<file path="config.mk">
export PLATFORM = sky130hd
export DESIGN_NAME = http_request_stream_parser_flat
export DESIGN_NICKNAME = d
export VERILOG_FILES = /design/src/rtl/hrsp_pkg.sv /design/src/rtl/hrsp_req_if.sv /design/src/rtl/hrsp_res_if.sv /design/src/rtl/hrsp_front.sv /design/src/rtl/hrsp_queue.sv /design/src/rtl/hrsp_back.sv /design/src/rtl/http_request_stream_parser.sv /design/src/flat_wrapper.sv
export SDC_FILE = /design/constraint.sdc
export NUM_CORES = 1
export LEC_CHECK = 0
export ABC_AREA = 1
export ABC_CLOCK_PERIOD_IN_PS = 8500
export CAP_MARGIN = 15
export CORE_ASPECT_RATIO = 0.9
export CORE_MARGIN = 4
export CORE_UTILIZATION = 30
export DETAILED_ROUTE_END_ITERATION = 8
export DONT_BUFFER_PORTS = 1
export HOLD_SLACK_MARGIN = 0.1
export SKIP_CTS_REPAIR_TIMING = 1
export SYNTH_ARGS = -nofsm -noshare
export SYNTH_HDL_FRONTEND = slang
export SYNTH_HIERARCHICAL = 1
export SYNTH_SLANG_ARGS = --single-unit
</file>
<file path="constraint.sdc">
create_clock -name clk -period 8.5 [get_ports clk]
set_clock_uncertainty 0.2 [all_clocks]
set_input_delay 0.85 -clock clk [delete_from_list [all_inputs] [get_ports clk]]
set_output_delay 0.85 -clock clk [all_outputs]
set_load 0.05 [all_outputs]
</file>
<file path="src/rtl/hrsp_pkg.sv">
package hrsp_pkg;

  // Default request window in bytes; later bytes are passed but not parsed
  localparam int MAX_LEN_DEFAULT = 1024;

  localparam int HDR_LEN = 14;

  localparam logic [7:0] CHAR_SPACE = 8'h20;
  localparam logic [7:0] CHAR_CR    = 8'h0d;
  localparam logic [7:0] CHAR_LF    = 8'h0a;
  localparam logic [7:0] CHAR_C     = 8'h43;

  // "Content-Length"
  localparam logic [7:0] HDR_TEXT [HDR_LEN] = '{
    8'h43, 8'h6f, 8'h6e, 8'h74, 8'h65, 8'h6e, 8'h74,
    8'h2d, 8'h4c, 8'h65, 8'h6e, 8'h67, 8'h74, 8'h68
  };

  // Method codes, also the bit index in the candidate mask
  typedef enum logic [1:0] {
    M_GET    = 2'd0,
    M_PUT    = 2'd1,
    M_POST   = 2'd2,
    M_DELETE = 2'd3
  } method_t;

  // One classified byte as it travels from front to back
  typedef struct packed {
    logic [7:0]         data_byte;
    logic               last_byte;
    logic               beyond;      // position at or past the window
    logic [3:0]         cand_clear;  // methods this byte rules out
    logic               is_space;
    logic               is_c;
    logic               is_cr;
    logic               is_lf;
    logic [HDR_LEN-1:0] hdr_eq;      // byte equals header char at each index
    logic               ge3;         // position after this byte >= 3
    logic               ge4;
    logic               ge6;
  } entry_t;

  typedef struct packed {
    logic   push;
    entry_t ent;
  } qpush_t;

  typedef struct packed {
    logic   valid;
    entry_t ent;
  } qhead_t;

  // Methods whose name disagrees with byte b at position idx (idx < 6)
  function automatic logic [3:0] method_mismatch(logic [2:0] idx, logic [7:0] b);
    logic [3:0] m;
    m = 4'b0000;
    case (idx)
      3'd0: begin
        m[M_GET]    = (b != 8'h47);
        m[M_PUT]    = (b != 8'h50);
        m[M_POST]   = (b != 8'h50);
        m[M_DELETE] = (b != 8'h44);
      end
      3'd1: begin
        m[M_GET]    = (b != 8'h45);
        m[M_PUT]    = (b != 8'h55);
        m[M_POST]   = (b != 8'h4f);
        m[M_DELETE] = (b != 8'h45);
      end
      3'd2: begin
        m[M_GET]    = (b != 8'h54);
        m[M_PUT]    = (b != 8'h54);
        m[M_POST]   = (b != 8'h53);
        m[M_DELETE] = (b != 8'h4c);
      end
      3'd3: begin
        m[M_POST]   = (b != 8'h54);
        m[M_DELETE] = (b != 8'h45);
      end
      3'd4: m[M_DELETE] = (b != 8'h54);
      3'd5: m[M_DELETE] = (b != 8'h45);
      default: m = 4'b0000;
    endcase
    return m;
  endfunction

endpackage

</file>
<file path="src/rtl/hrsp_req_if.sv">
interface hrsp_req_if;
  logic       valid;
  logic       ready;
  logic [7:0] data_byte;
  logic       last_byte;

  modport source (output valid, output data_byte, output last_byte, input ready);
  modport sink   (input valid, input data_byte, input last_byte, output ready);
endinterface

</file>
<file path="src/rtl/hrsp_res_if.sv">
interface hrsp_res_if;
  logic       valid;
  logic       ready;
  logic [7:0] byte_out;
  logic       url_valid;
  logic       body_valid;
  logic       request_done;
  logic [1:0] method;

  modport source (output valid, output byte_out, output url_valid, output body_valid,
                  output request_done, output method, input ready);
  modport sink   (input valid, input byte_out, input url_valid, input body_valid,
                  input request_done, input method, output ready);
endinterface

</file>
<file path="src/rtl/hrsp_front.sv">
module hrsp_front #(
  parameter int MAX_LEN = hrsp_pkg::MAX_LEN_DEFAULT
) (
  input  logic               clk,
  input  logic               rst,
  hrsp_req_if.sink           req,
  input  logic               full,
  output hrsp_pkg::qpush_t   qpush
);
  localparam int POS_W = $clog2(MAX_LEN + 1);

  logic [POS_W-1:0] pos;
  logic [POS_W-1:0] pos_next;
  logic             beyond;
  logic [POS_W-1:0] pos_inc;
  logic             accept;

  assign req.ready = !full;
  assign accept    = req.valid && !full;

  assign beyond  = (pos >= POS_W'(MAX_LEN));
  assign pos_inc = beyond ? pos : pos + POS_W'(1);

  // Position counter, saturating at the window, cleared after the last word
  always_comb begin
    pos_next = pos;
    if (accept) begin
      pos_next = req.last_byte ? '0 : pos_inc;
    end
  end

  always_ff @(posedge clk) begin
    if (rst) begin
      pos <= '0;
    end else begin
      pos <= pos_next;
    end
  end

  // Classify the byte
  always_comb begin
    qpush.push               = accept;
    qpush.ent.data_byte      = req.data_byte;
    qpush.ent.last_byte      = req.last_byte;
    qpush.ent.beyond         = beyond;
    qpush.ent.cand_clear     = (pos < POS_W'(6)) ?
                               hrsp_pkg::method_mismatch(pos[2:0], req.data_byte) : 4'b0000;
    qpush.ent.is_space       = (req.data_byte == hrsp_pkg::CHAR_SPACE);
    qpush.ent.is_c           = (req.data_byte == hrsp_pkg::CHAR_C);
    qpush.ent.is_cr          = (req.data_byte == hrsp_pkg::CHAR_CR);
    qpush.ent.is_lf          = (req.data_byte == hrsp_pkg::CHAR_LF);
    for (int i = 0; i < hrsp_pkg::HDR_LEN; i++) begin
      qpush.ent.hdr_eq[i]    = (req.data_byte == hrsp_pkg::HDR_TEXT[i]);
    end
    qpush.ent.ge3            = (pos_inc >= POS_W'(3));
    qpush.ent.ge4            = (pos_inc >= POS_W'(4));
    qpush.ent.ge6            = (pos_inc >= POS_W'(6));
  end
endmodule

</file>
<file path="src/rtl/hrsp_queue.sv">
module hrsp_queue (
  input  logic               clk,
  input  logic               rst,
  input  hrsp_pkg::qpush_t   qpush,
  output logic               full,
  output hrsp_pkg::qhead_t   head,
  input  logic               pop
);
  hrsp_pkg::entry_t mem [2];
  logic             wr_ptr;
  logic             rd_ptr;
  logic [1:0]       count;
  logic             do_push;
  logic             do_pop;

  assign full       = (count == 2'd2);
  assign do_push    = qpush.push && !full;
  assign do_pop     = pop && (count != 2'd0);
  assign head.valid = (count != 2'd0);
  assign head.ent   = mem[rd_ptr];

  // Pointers and fill count
  always_ff @(posedge clk) begin
    if (rst) begin
      wr_ptr <= 1'b0;
      rd_ptr <= 1'b0;
      count  <= 2'd0;
    end else begin
      if (do_push) wr_ptr <= !wr_ptr;
      if (do_pop)  rd_ptr <= !rd_ptr;
      count <= count + {1'b0, do_push} - {1'b0, do_pop};
    end
  end

  // Storage
  always_ff @(posedge clk) begin
    if (do_push) begin
      mem[wr_ptr] <= qpush.ent;
    end
  end
endmodule

</file>
<file path="src/rtl/hrsp_back.sv">
module hrsp_back (
  input  logic               clk,
  input  logic               rst,
  input  hrsp_pkg::qhead_t   head,
  output logic               pop,
  hrsp_res_if.source         res
);
  logic [3:0] cand, cand_next;
  logic [1:0] space_count, space_count_next;
  logic [3:0] hdr_prog, hdr_prog_next;
  logic       hdr_seen, hdr_seen_next;
  logic [2:0] blank_prog, blank_prog_next;
  logic       in_body, in_body_next;

  logic                 url_v;
  logic                 body_v;
  hrsp_pkg::method_t    meth;
  hrsp_pkg::entry_t     ent;
  logic                 blank_hit;

  assign ent = head.ent;
  assign pop = head.valid && (!res.valid || res.ready);

  // Parser state update for the word at the queue head
  always_comb begin
    cand_next        = cand;
    space_count_next = space_count;
    hdr_prog_next    = hdr_prog;
    hdr_seen_next    = hdr_seen;
    blank_prog_next  = blank_prog;
    in_body_next     = in_body;
    url_v            = 1'b0;
    body_v           = 1'b0;
    meth             = hrsp_pkg::M_GET;
    blank_hit        = blank_prog[0] ? ent.is_lf : ent.is_cr;

    if (pop) begin
      if (!ent.beyond) begin
        url_v     = (space_count == 2'd1) && !ent.is_space;
        body_v    = in_body;
        cand_next = cand & ~ent.cand_clear;
        if (ent.is_space && space_count != 2'd2) begin
          space_count_next = space_count + 2'd1;
        end
        if (!hdr_seen) begin
          if (ent.hdr_eq[hdr_prog]) hdr_prog_next = hdr_prog + 4'd1;
          else                      hdr_prog_next = ent.is_c ? 4'd1 : 4'd0;
          if (hdr_prog_next == 4'(hrsp_pkg::HDR_LEN)) begin
            hdr_seen_next = 1'b1;
            hdr_prog_next = 4'd0;
          end
        end else if (!in_body) begin
          if (blank_hit) blank_prog_next = blank_prog + 3'd1;
          else           blank_prog_next = ent.is_cr ? 3'd1 : 3'd0;
          if (blank_prog_next == 3'd4) begin
            in_body_next    = 1'b1;
            blank_prog_next = 3'd0;
          end
        end
      end

      if (ent.last_byte) begin
        // First full match in order GET, POST, PUT, DELETE
        if (cand_next[hrsp_pkg::M_GET] && ent.ge3)          meth = hrsp_pkg::M_GET;
        else if (cand_next[hrsp_pkg::M_POST] && ent.ge4)    meth = hrsp_pkg::M_POST;
        else if (cand_next[hrsp_pkg::M_PUT] && ent.ge3)     meth = hrsp_pkg::M_PUT;
        else if (cand_next[hrsp_pkg::M_DELETE] && ent.ge6)  meth = hrsp_pkg::M_DELETE;
        else                                                meth = hrsp_pkg::M_GET;
        cand_next        = 4'hf;
        space_count_next = 2'd0;
        hdr_prog_next    = 4'd0;
        hdr_seen_next    = 1'b0;
        blank_prog_next  = 3'd0;
        in_body_next     = 1'b0;
      end
    end
  end

  always_ff @(posedge clk) begin
    if (rst) begin
      cand        <= 4'hf;
      space_count <= 2'd0;
      hdr_prog    <= 4'd0;
      hdr_seen    <= 1'b0;
      blank_prog  <= 3'd0;
      in_body     <= 1'b0;
    end else begin
      cand        <= cand_next;
      space_count <= space_count_next;
      hdr_prog    <= hdr_prog_next;
      hdr_seen    <= hdr_seen_next;
      blank_prog  <= blank_prog_next;
      in_body     <= in_body_next;
    end
  end

  // Output register
  always_ff @(posedge clk) begin
    if (rst) begin
      res.valid <= 1'b0;
    end else if (pop) begin
      res.valid <= 1'b1;
    end else if (res.ready) begin
      res.valid <= 1'b0;
    end
  end

  always_ff @(posedge clk) begin
    if (pop) begin
      res.byte_out     <= ent.data_byte;
      res.url_valid    <= url_v;
      res.body_valid   <= body_v;
      res.request_done <= ent.last_byte;
      res.method       <= meth;
    end
  end

  a_hdr_range: assert property (@(posedge clk) disable iff (rst)
    hdr_prog < 4'(hrsp_pkg::HDR_LEN))
    else $error("header match progress out of range");

  a_blank_range: assert property (@(posedge clk) disable iff (rst)
    blank_prog < 3'd4)
    else $error("blank line progress out of range");

  a_body_after_hdr: assert property (@(posedge clk) disable iff (rst)
    in_body |-> hdr_seen)
    else $error("body flagged before header seen");

  a_reset_after_last: assert property (@(posedge clk) disable iff (rst)
    (pop && ent.last_byte) |=> (cand == 4'hf && space_count == 2'd0 && !hdr_seen && !in_body))
    else $error("parser state not cleared after last word");

  a_meth_only_done: assert property (@(posedge clk) disable iff (rst)
    (res.valid && !res.request_done) |-> (res.method == 2'd0))
    else $error("method reported on a word that does not end a request");
endmodule

</file>
<file path="src/rtl/http_request_stream_parser.sv">
// An accepted word is stored in the queue and then in the output register that drives res.
// Throughput: one word per cycle while res.ready is high; the two-entry queue and the
// output register let either side stall on its own. While the queue is full req.ready
// is low, and it comes back the cycle after the back end takes a word from it.
// Reset (rst, synchronous, active high) empties the queue and output register
// and puts the parser in its start-of-request state; no clearing pass.
module http_request_stream_parser #(
  parameter int MAX_LEN = hrsp_pkg::MAX_LEN_DEFAULT
) (
  input  logic       clk,
  input  logic       rst,
  hrsp_req_if.sink   req,
  hrsp_res_if.source res
);
  hrsp_pkg::qpush_t qpush;
  hrsp_pkg::qhead_t head;
  logic             full;
  logic             pop;

  hrsp_front #(.MAX_LEN(MAX_LEN)) u_front (
    .clk   (clk),
    .rst   (rst),
    .req   (req),
    .full  (full),
    .qpush (qpush)
  );

  hrsp_queue u_queue (
    .clk   (clk),
    .rst   (rst),
    .qpush (qpush),
    .full  (full),
    .head  (head),
    .pop   (pop)
  );

  hrsp_back u_back (
    .clk  (clk),
    .rst  (rst),
    .head (head),
    .pop  (pop),
    .res  (res)
  );
endmodule

</file>
<file path="src/flat_wrapper.sv">
// flat-port wrapper written by rule: the top's interface ports become plain ports
module http_request_stream_parser_flat 
#(
  parameter int MAX_LEN = hrsp_pkg::MAX_LEN_DEFAULT
)
  (clk, rst, req_valid, req_data_byte, req_last_byte, req_ready, res_valid, res_byte_out, res_url_valid, res_body_valid, res_request_done, res_method, res_ready);
  hrsp_req_if req_i ();
  hrsp_res_if res_i ();
  input  logic clk;
  input  logic rst;
  input wire logic [$bits(req_i.valid)-1:0] req_valid;
  input wire logic [$bits(req_i.data_byte)-1:0] req_data_byte;
  input wire logic [$bits(req_i.last_byte)-1:0] req_last_byte;
  output wire logic [$bits(req_i.ready)-1:0] req_ready;
  output wire logic [$bits(res_i.valid)-1:0] res_valid;
  output wire logic [$bits(res_i.byte_out)-1:0] res_byte_out;
  output wire logic [$bits(res_i.url_valid)-1:0] res_url_valid;
  output wire logic [$bits(res_i.body_valid)-1:0] res_body_valid;
  output wire logic [$bits(res_i.request_done)-1:0] res_request_done;
  output wire logic [$bits(res_i.method)-1:0] res_method;
  input wire logic [$bits(res_i.ready)-1:0] res_ready;
  assign req_i.valid = req_valid;
  assign req_i.data_byte = req_data_byte;
  assign req_i.last_byte = req_last_byte;
  assign req_ready = req_i.ready;
  assign res_valid = res_i.valid;
  assign res_byte_out = res_i.byte_out;
  assign res_url_valid = res_i.url_valid;
  assign res_body_valid = res_i.body_valid;
  assign res_request_done = res_i.request_done;
  assign res_method = res_i.method;
  assign res_i.ready = res_ready;
  http_request_stream_parser #(.MAX_LEN(MAX_LEN)) u_core (.clk(clk), .rst(rst), .req(req_i), .res(res_i));
endmodule
</file>
==> impl_metrics.py <==
metrics = {
    "sta": {
        "finalWorstSetupSlack_ps": 5560,
        "grt_setup_unrepaired": "false",
        "max_freq_ghz": 0.340,
        "final.period_utilization_pct": 34.6,
        "hold_viol_final": 0,
        "layout_min_cycle_time_ps": 2940,
        "fin_setup_tns_ps": 0,
        "finalSetupViolations": 0,
        "tightestPinTransition_ps": 1060,
        "timing.max_slew.rel_slack_pct": 29.4,
        "drv_slew": 0,
        "whs_ps": 269,
    },
    "floorplanning": {
        "fp-row-count": 47,
        "dieHeight_um": 140,
        "floorplan.die_area_um2": 21500,
        "initial_standard_cell_utilization_of_the_core_pct": 30.9,
        "core_um2": 18600,
        "chipWidth_um": 154,
        "design.portCount": 28,
    },
    "grt": {
        "gr-total-overflow": 0,
        "grt_max_degree": 36,
        "grt_first_pass_wirelength_um": 17600,
        "antenna_violations_before_repair": 0,
        "via_count_of_the_first_global_routing_pass": 3584,
        "grt_use_total_pct": 10.3,
    },
    "logic_synthesis": {
        "flip_flop_and_latch_count_after_synthesis": 115,
        "synth_nets": 594,
        "synthAdderAreaFrac_pct": 2.39,
        "yosys.cell_types.count": 38,
        "multiplexer_fraction_of_the_synthesized_cell_area_pct": 8.79,
        "ys.warnings.count": 6,
        "cell_area_after_synthesis_um2": 5760,
        "synth-simple-area-share_pct": 19.1,
        "ys_seq_area_share_pct": 54.4,
        "syn_inst": 570,
        "synth-compound-area-share_pct": 5.23,
        "synth_xor_area_share_pct": 0.760,
        "main_combinational_cell_family_by_area_after_synthesis": "simple AND/OR/NAND/NOR gates",
        "post_synth.cell_area_avg_um2": 10.1,
    },
    "cts": {
        "cts_num_sinks": 115,
        "cts-buffers-inserted": 17,
        "cts.htree.levels": 4,
        "cts.reportedPaths.clkPinSlew_ps": 50,
        "cts_tree": "done",
        "cts.root.buffer_cell": "clkbuf_16",
        "cts-root-to-sink-buffers": 2,
        "clk_latency_ps": 410,
    },
    "setup_path": {
        "cp.required_ps": 8320,
        "cp_max_fo": 35,
        "critical_path.endpoint_type": "register",
        "worstSetupPathType": "register to register",
        "startpoint_class": "register",
        "timing.critical_path.arrival_ps": 2760,
    },
    "drt": {
        "post_route_drc_violation_count": 0,
        "vias_per_cell": 4.46,
        "detailedRoute.firstPassIterationCount": 4,
        "routed_via_count": 3654,
        "wirelength_um": 10400,
        "detail_route.iter0.violations": 269,
        "drt-wirelength-per-cell_um": 12.7,
        "drt.antenna.violating_nets": 0,
    },
    "pwr": {
        "seq_power_share_pct": 43.5,
        "power.density_cell_area_nw_per_um2": 334,
        "cell_internal_pwr_uw": 1450,
        "ir_worst_vdd_uv": 325,
        "power.net_switching_uw": 699,
        "leakage_uw": 0.00252,
        "share_comb_of_total_power_pct": 23.1,
        "clock_power_share_pct": 33.3,
        "swShare_pct": 32.5,
    },
    "cells_and_area": {
        "final_cell_count_no_fill": 820,
        "post-route-util_pct": 34.6,
        "nNetsFinal": 586,
        "antenna_cells": 0,
        "share_of_cells_above_drive_strength_1_pct": 15.7,
        "layout_common_cells": "nand2_1, edfxtp_1, inv_1, nor2_1, nand3_1",
        "most_frequent_standard_cell_in_the_layout_excluding_fill_and_tap_cells": "nand2_1",
        "area.growth.synth_to_final_pct": 11.9,
    },
    "placed_design": {
        "placement.io_buffers": 0,
        "hpwlAfterDp_um": 7210,
        "place_congestion": 0.811,
        "placed_cells_incl_taps": 788,
        "post-place-ws_ps": 5540,
    },
    "status": {
        "outcome": "finished, final reports clean",
    },
    "hold_path": {
        "timing.hold.worst.class": "register to register",
    },
    "run": {
        "maxCapViolCount": 0,
    },
}
critical path, cell delays in order, from the launching register on:
cell,delay [ps]
dfxtp_1,350
inv_1,60
nand2_1,130
inv_1,70
inv_2,200
nand2_1,370
inv_1,210
nand2_1,130
nor2_4,810
power by group through the flow:
| stage | clock network, uW | logic [uW] | registers, uW |
|---|---|---|---|
| after detailed placement | 0 | 502 | 951 |
| final | 717 | 498 | 937 |
| after global placement | 0 | 501 | 949 |
| after floorplan | 0 | 435 | 928 |
| after CTS | 736 | 506 | 941 |
| after global routing | 763 | 564 | 951 |
layer usage:
metal	GRT usage [%]	part of all wire, %	vias to the layer above	routed length (um)
met5	0	0	-	0
met4	3.81	1.0	0	108
met3	4.04	4.7	8	484
met2	15.6	45	68	4710
met1	13.4	49	1695	5090
li1	-	-	1883	-
registers in the layout, indices dropped and copies added (netlist names), named ones only:
name,cells
u_core/u_queue/mem,70
u_core/u_back/cand,4
u_core/u_back/res.url_valid,1
u_core/u_back/res.byte_out,8
u_core/u_back/res.method,2
u_core/u_queue/wr_ptr,1
u_core/u_back/res.valid,1
u_core/u_back/in_body,1
u_core/u_back/space_count,2
u_core/u_back/blank_prog,3
u_core/u_back/hdr_seen,1
u_core/u_front/pos,11
u_core/u_back/res.request_done,1
u_core/u_queue/count,2
u_core/u_back/hdr_prog,4
u_core/u_back/res.body_valid,1
u_core/u_queue/rd_ptr,1
cells in the mapped netlist, drive strengths merged:
| master | number | area share [%] |
|---|---|---|
| a21oi | 27 | 2.7 |
| inv | 79 | 5.1 |
| or2 | 3 | 0.33 |
| mux2 | 35 | 8.8 |
| nand4 | 11 | 1.2 |
| ha | 11 | 2.4 |
| xor2 | 3 | 0.46 |
| a31oi | 1 | 0.11 |
| o31ai | 2 | 0.26 |
| nand2 | 123 | 8.4 |
| a22o | 1 | 0.15 |
| nand3 | 46 | 4.3 |
| xnor2 | 2 | 0.30 |
| o211ai | 1 | 0.13 |
| nor4 | 3 | 0.33 |
| nor3 | 9 | 0.78 |
| nand3b | 2 | 0.26 |
| o21ai | 18 | 1.7 |
| buf | 25 | 4.0 |
| nor2 | 48 | 3.6 |
| edfxtp | 83 | 43 |
| a221oi | 1 | 0.15 |
| clkbuf | 4 | 0.26 |
| dfxtp | 32 | 11 |
per-stage QoR:
step           cell area (um^2)  power, uW
2_1_floorplan              5760       1360
3_3_place_gp               5850       1450
3_5_place_dp               5850       1450
4_1_cts                    6450       2180
5_1_grt                    6450       2280
6_report                   6450       2150
layout make-up:
| class | instances | area (um^2) |
|---|---|---|
| Tap cell | 245 | 307 |
| Clock buffer | 21 | 440 |
| Inverter | 79 | 297 |
| Sequential cell | 115 | 3130 |
| Multi-Input combinational cell | 347 | 2100 |
| Timing Repair Buffer | 2 | 15.0 |
| Clock inverter | 11 | 160 |
| Fill cell | 1847 | 12200 |
cell families after synthesis:
| logic type | after synthesis |
|---|---|
| muxes | 35 |
| AOI/OAI and AO/OA | 51 |
| adders and majority gates | 11 |
| and+or+nand+nor | 245 |
| DFF | 115 |
| xor gates and xnor gates | 5 |
| buffers and inverters | 108 |
path summary, 6_finish.rpt:
path	slack (ps)	cells after the start	to	from
worst max register to register	5560	8	u_core/u_queue/mem[0][24]$_DFFE_PP_	u_core/u_queue/count[0]$_SDFF_PP0_
worst min register to register	270	2	u_core/u_back/blank_prog[1]$_SDFFE_PP0P_	u_core/u_back/blank_prog[1]$_SDFFE_PP0P_
worst max-delay path	5560	8	u_core/u_queue/mem[0][24]$_DFFE_PP_	u_core/u_queue/count[0]$_SDFF_PP0_
worst min-delay path	270	2	u_core/u_back/blank_prog[1]$_SDFFE_PP0P_	u_core/u_back/blank_prog[1]$_SDFFE_PP0P_
Power figures use the tool's default switching activity.
